## src/rtl/hbs_pkg.sv

```systemverilog
`default_nettype none
package hbs_pkg;

   // Item kinds carried on req_command.
   localparam logic CMD_LOAD   = 1'b0;
   localparam logic CMD_SAMPLE = 1'b1;

   // Register indexes on the configuration port.
   localparam logic [1:0] REG_FREQUENCY     = 2'd0;
   localparam logic [1:0] REG_IMAGE_WIDTH   = 2'd1;
   localparam logic [1:0] REG_IMAGE_HEIGHT  = 2'd2;
   localparam logic [1:0] REG_BILINEAR_MODE = 2'd3;

   localparam logic [15:0] FREQUENCY_RESET = 16'd8192;
   localparam logic [8:0]  SIZE_RESET      = 9'd256;

   // Queue depths between front and back, and in front of the result port.
   localparam int MQ_DEPTH = 4;
   localparam int OQ_DEPTH = 8;

   // floor(2^23 / 255): reciprocal used to divide the blended sum by 510.
   localparam logic [15:0] RECIP_255    = 16'd32896;
   localparam logic [15:0] LEVEL_OFFSET = 16'd16384;

   typedef struct packed {
      logic is_sample;
      logic write_ok;
   } item_kind_type;

endpackage
`default_nettype wire

```

## src/rtl/hbs_queue.sv

```systemverilog
`default_nettype none
module hbs_queue
   import hbs_pkg::*;
#(
   parameter int WIDTH = 8,
   parameter int DEPTH = 4
) (
   input  wire logic                         clock,
   input  wire logic                         reset,
   input  wire logic                         push,
   input  wire logic [WIDTH-1:0]             din,
   input  wire logic                         pop,
   output logic      [WIDTH-1:0]             dout,
   output logic                              empty,
   output logic      [$clog2(DEPTH+1)-1:0]   count
);
   localparam int PW = (DEPTH > 1) ? $clog2(DEPTH) : 1;
   localparam int CW = $clog2(DEPTH+1);

   logic [WIDTH-1:0] mem_ff [DEPTH];
   logic [PW-1:0]    head_ff, head_in, tail_ff, tail_in;
   logic [CW-1:0]    count_ff, count_in;

   always_comb begin
      head_in  = head_ff;
      tail_in  = tail_ff;
      count_in = count_ff;
      if (push) begin
         tail_in = (tail_ff == PW'(DEPTH - 1)) ? '0 : tail_ff + 1'b1;
      end
      if (pop) begin
         head_in = (head_ff == PW'(DEPTH - 1)) ? '0 : head_ff + 1'b1;
      end
      if (push && !pop) begin
         count_in = count_ff + 1'b1;
      end else if (pop && !push) begin
         count_in = count_ff - 1'b1;
      end
   end

   always_ff @(posedge clock) begin
      if (reset) begin
         head_ff  <= '0;
         tail_ff  <= '0;
         count_ff <= '0;
      end else begin
         head_ff  <= head_in;
         tail_ff  <= tail_in;
         count_ff <= count_in;
      end
      if (push) begin
         mem_ff[tail_ff] <= din;
      end
   end

   assign dout  = mem_ff[head_ff];
   assign empty = (count_ff == '0);
   assign count = count_ff;

`ifndef ASSERT_OFF
   a_no_underflow: assert property (@(posedge clock) disable iff (reset)
      pop |-> count_ff != '0) else $error("queue popped while empty");
   a_no_overflow: assert property (@(posedge clock) disable iff (reset)
      (push && !pop) |-> count_ff != CW'(DEPTH)) else $error("queue pushed while full");
   a_count_step: assert property (@(posedge clock) disable iff (reset)
      (push && !pop) |=> count_ff == $past(count_ff) + 1'b1)
      else $error("queue count did not follow a push");
`endif
endmodule
`default_nettype wire

```

## config.mk

```make
export PLATFORM = sky130hd
export DESIGN_NAME = hbs_queue
export DESIGN_NICKNAME = d
export VERILOG_FILES = /design/src/rtl/hbs_pkg.sv /design/src/rtl/hbs_queue.sv
export SDC_FILE = /design/constraint.sdc
export NUM_CORES = 1
export LEC_CHECK = 0
export BUFFER_PORTS_ARGS = -buffer_cell sky130_fd_sc_hd__buf_2
export CORE_MARGIN = 8
export CORE_UTILIZATION = 30
export CTS_BUF_LIST = sky130_fd_sc_hd__clkbuf_16
export DETAILED_ROUTE_END_ITERATION = 10
export GPL_TIMING_DRIVEN = 0
export HOLD_SLACK_MARGIN = 0.1
export SYNTH_ARGS = -nofsm -noshare
export SYNTH_HDL_FRONTEND = slang
export SYNTH_SLANG_ARGS = --single-unit
```

## constraint.sdc

```tcl
create_clock -name clock -period 3 [get_ports clock]
set_input_delay 0.6 -clock clock [delete_from_list [all_inputs] [get_ports clock]]
set_output_delay 0.6 -clock clock [all_outputs]
set_load 0.01 [all_outputs]
```

==> run_results.csv <==
group,metric,value,unit
power_and_ir_drop,p_switching,294,uW
clock_tree,numCtsBuffers,5,
synthesis,synth_seq_area_share,71.6,%
synthesis,synthesis.nets,105,
grt,overflow,0,
placement,numPortBuffers,23,
clock_tree,root_buffer,"clkbuf_16",
sta,finalSetupTns,0,ns
detailed_routing,drtPass1Iterations,2,
grt,grt_pass1_wl,4360,um
synthesis,yosys.area.top_type,"edfxtp_1",
final_layout,layout-drive-gt1-share,35.0,%
die,die_area,7900,um2
final_layout,antenna_cells,0,
sta,fin_crit_sh,67.9,%
synthesis,synth_area_leaders,"edfxtp_1 (60%), dfxtp_1 (11%), mux4_2 (11%)",
synthesis,yosys-top-cells-count,"edfxtp_1 (32), dfxtp_1 (9), mux4_2 (8)",
placement,pre_cts_slack,0.888,ns
die,io_pins,24,
clock_tree,hold_buffers,0,
detailed_routing,wl_per_cell,14.1,um
power_and_ir_drop,powerDensity,746,nW/um2
power_and_ir_drop,p_sw_share,19.8,%
setup_path,r2r_start,"count[0]",
detailed_routing,drtIter0Drc,37,
setup_path,slowest_stage,"mux4_2",
setup_path,cp_top_family,"multiplexers",
power_and_ir_drop,leakagePower,0.000748,uW
grt,grt_pass1_vias,934,
grt,grt_util_met2,12.5,%
clock_tree,numClockSinks,41,
setup_path,cp-start-kind,"flip-flop",
detailed_routing,drtAntennaViolNets,0,
clock_tree,cts_resized,0,
min_path,min_path_type,"flip-flop to flip-flop",
power_and_ir_drop,pwr-share-comb,9.3,%
grt,grt_util_met1,8.29,%
status,status,"complete, no violations",
detailed_routing,routed_wl,2630,um
final_layout,syn2layout_area_growth,24.9,%
clock_tree,htree_levels,2,
die,die-height,88.9,um
sta,relSlewSlack,71.1,%
synthesis,syn_avg_cell_area,18.5,um2
sta,tightest_slew,0.434,ns
detailed_routing,drc,0,
grt,grt-busiest-layer,"met2",
setup_path,setup.worst_path.end_class,"primary output",
detailed_routing,vias_per_cell,4.35,
clock_tree,post_cts_buffers,0,
placement,dpl-instance-area,1800,um2
grt,grt_util_met3,3.90,%
detailed_routing,vias,814,
setup_path,worst-path-max-fanout,8,
synthesis,syn_inst,86,
power_and_ir_drop,ir_worst_vdd,0.000279,V
synthesis,synth-edff-count,32,
final_layout,fin_area,1990,um2
synthesis,synth-seq-cells,41,
synthesis,ys_types,17,
synthesis,synthMostInstantiatedCell,"edfxtp_1",
sta,rsz0062_at_grt,"false",
power_and_ir_drop,p_int,1190,uW
setup_path,r2r_setup_slack,1.51,ns
die,std_cell_rows,26,
min_path,min_from,"count[2]",
sta,setup_violations,0,
placement,hpwl,1890,um
setup_path,cp_cell_sequence,"buf_6, mux4_2, buf_2",
grt,grt_max_degree,15,
placement,gp_congestion,0.691,
sta,period_needed,2.04,ns
sta,fmax,491,MHz
sta,worst_hold_slack,0.529,ns
synthesis,yosys_warnings,0,
synthesis,netlist_area,1590,um2
clock_tree,tritoncts,"done",
die,initial_core_util,31.2,%
synthesis,netlist.area_leader.share,60.3,%
clock_tree,clk_latency,0.28,ns
setup_path,crit_arrival,1.44,ns
power_and_ir_drop,pwr-share-clk,46.2,%
die,core-area,5110,um2
setup_path,critPathKind,"flip-flop to primary output",
final_layout,fin_nets,135,
setup_path,slowest_delay,0.52,ns
sta,hold_violations,0,
sta,skew,0.00340,ns
synthesis,async_reset_ff_share,0,%
power_and_ir_drop,total_power,1480,uW
clock_tree,clk_pin_slew,0.06,ns
die,fp.dieW,88.9,um
sta,maxSlewViolCount,0,
grt,grt_usage,7.82,%
setup_path,timing.critical_path.required,2.40,ns
synthesis,synth_ff_type,"edfxtp_1",
grt,antenna_found_initial,0,
sta,setup_ws,0.963,ns
clock_tree,clockBufferDepth,2,
power_and_ir_drop,seqPwrFrac,44.5,%
flow_run,drv_cap,0,
setup_path,path_buf_inv,2,
[state kept, by name (all words and copies together) (netlist names), named ones only]
register	flops
count	3
head_ff	2
mem_ff	32
tail_ff	2
[worst register-to-register path, stage by stage (launching register included)]
cell     delay [ns]
dfxtp_1        0.36
fa_1           0.45
xor2_1         0.16
or3_1          0.30
a21oi_1        0.14
[layout make-up]
type | count | area, um2
clock buffers | 5 | 125
flip-flops and latches | 41 | 1140
plain buffers | 2 | 16.3
repair buffers | 23 | 115
clock inverters | 3 | 68.8
multi-input cells | 38 | 417
inverters | 5 | 18.8
well taps | 70 | 87.6
fillers | 494 | 3120
[layout by cell type, fill, tap and decap left out]
cell and instances:
buf_2 23, clkbuf_16 5, mux4_2 8, and2_1 4, dfxtp_1 9, ha_1 6
inv_1 5, or3_1 1, nor2_1 6, buf_6 1, nor3_1 1, edfxtp_1 32
xor2_1 2, nor3b_1 2, inv_6 1, o21ai_0 1, a21oi_1 3, bufinv_16 2
mux2i_1 3, clkbuf_2 1, fa_1 1
[per-layer routing]
metal	share of wire (%)	vias up
met3	7.3	6
met2	48	21
met4	2.3	0
met1	43	402
li1	-	385
met5	0	-
[logic make-up after synthesis]
kind of cell | share of synthesized area (%)
flip-flops | 71.6
AO/OA/AOI/OAI | 1.26
AND/OR/NAND/NOR | 4.63
XOR/XNOR | 1.10
multiplexers | 13.2
buffers and inverters | 2.20
adder cells (fa/ha/maj) | 5.97
[stage by stage]
stage | cells | utilization (%)
after floorplan | 86 | -
after global placement | 179 | 35.2
after detailed placement | 179 | 35.2
after CTS | 187 | 39.0
after global routing | 187 | 39.0
final | 187 | 39.0
[path summary, 6_finish.rpt]
path         depth (start not counted)  endpoint
min reg2reg                          2  count[2]
max reg2reg                          4  count[2]
max                                  3   dout[0]
min                                  2  count[2]
[power groups by stage]
stage,Clock [uW],Combinational (uW),Sequential [uW]
4_1_cts,705,143,661
3_3_place_gp,0,137,670
5_1_grt,730,156,664
6_report,685,138,661
3_5_place_dp,0,142,673
2_1_floorplan,0,83.0,673
(Power assumes the default switching activity.)
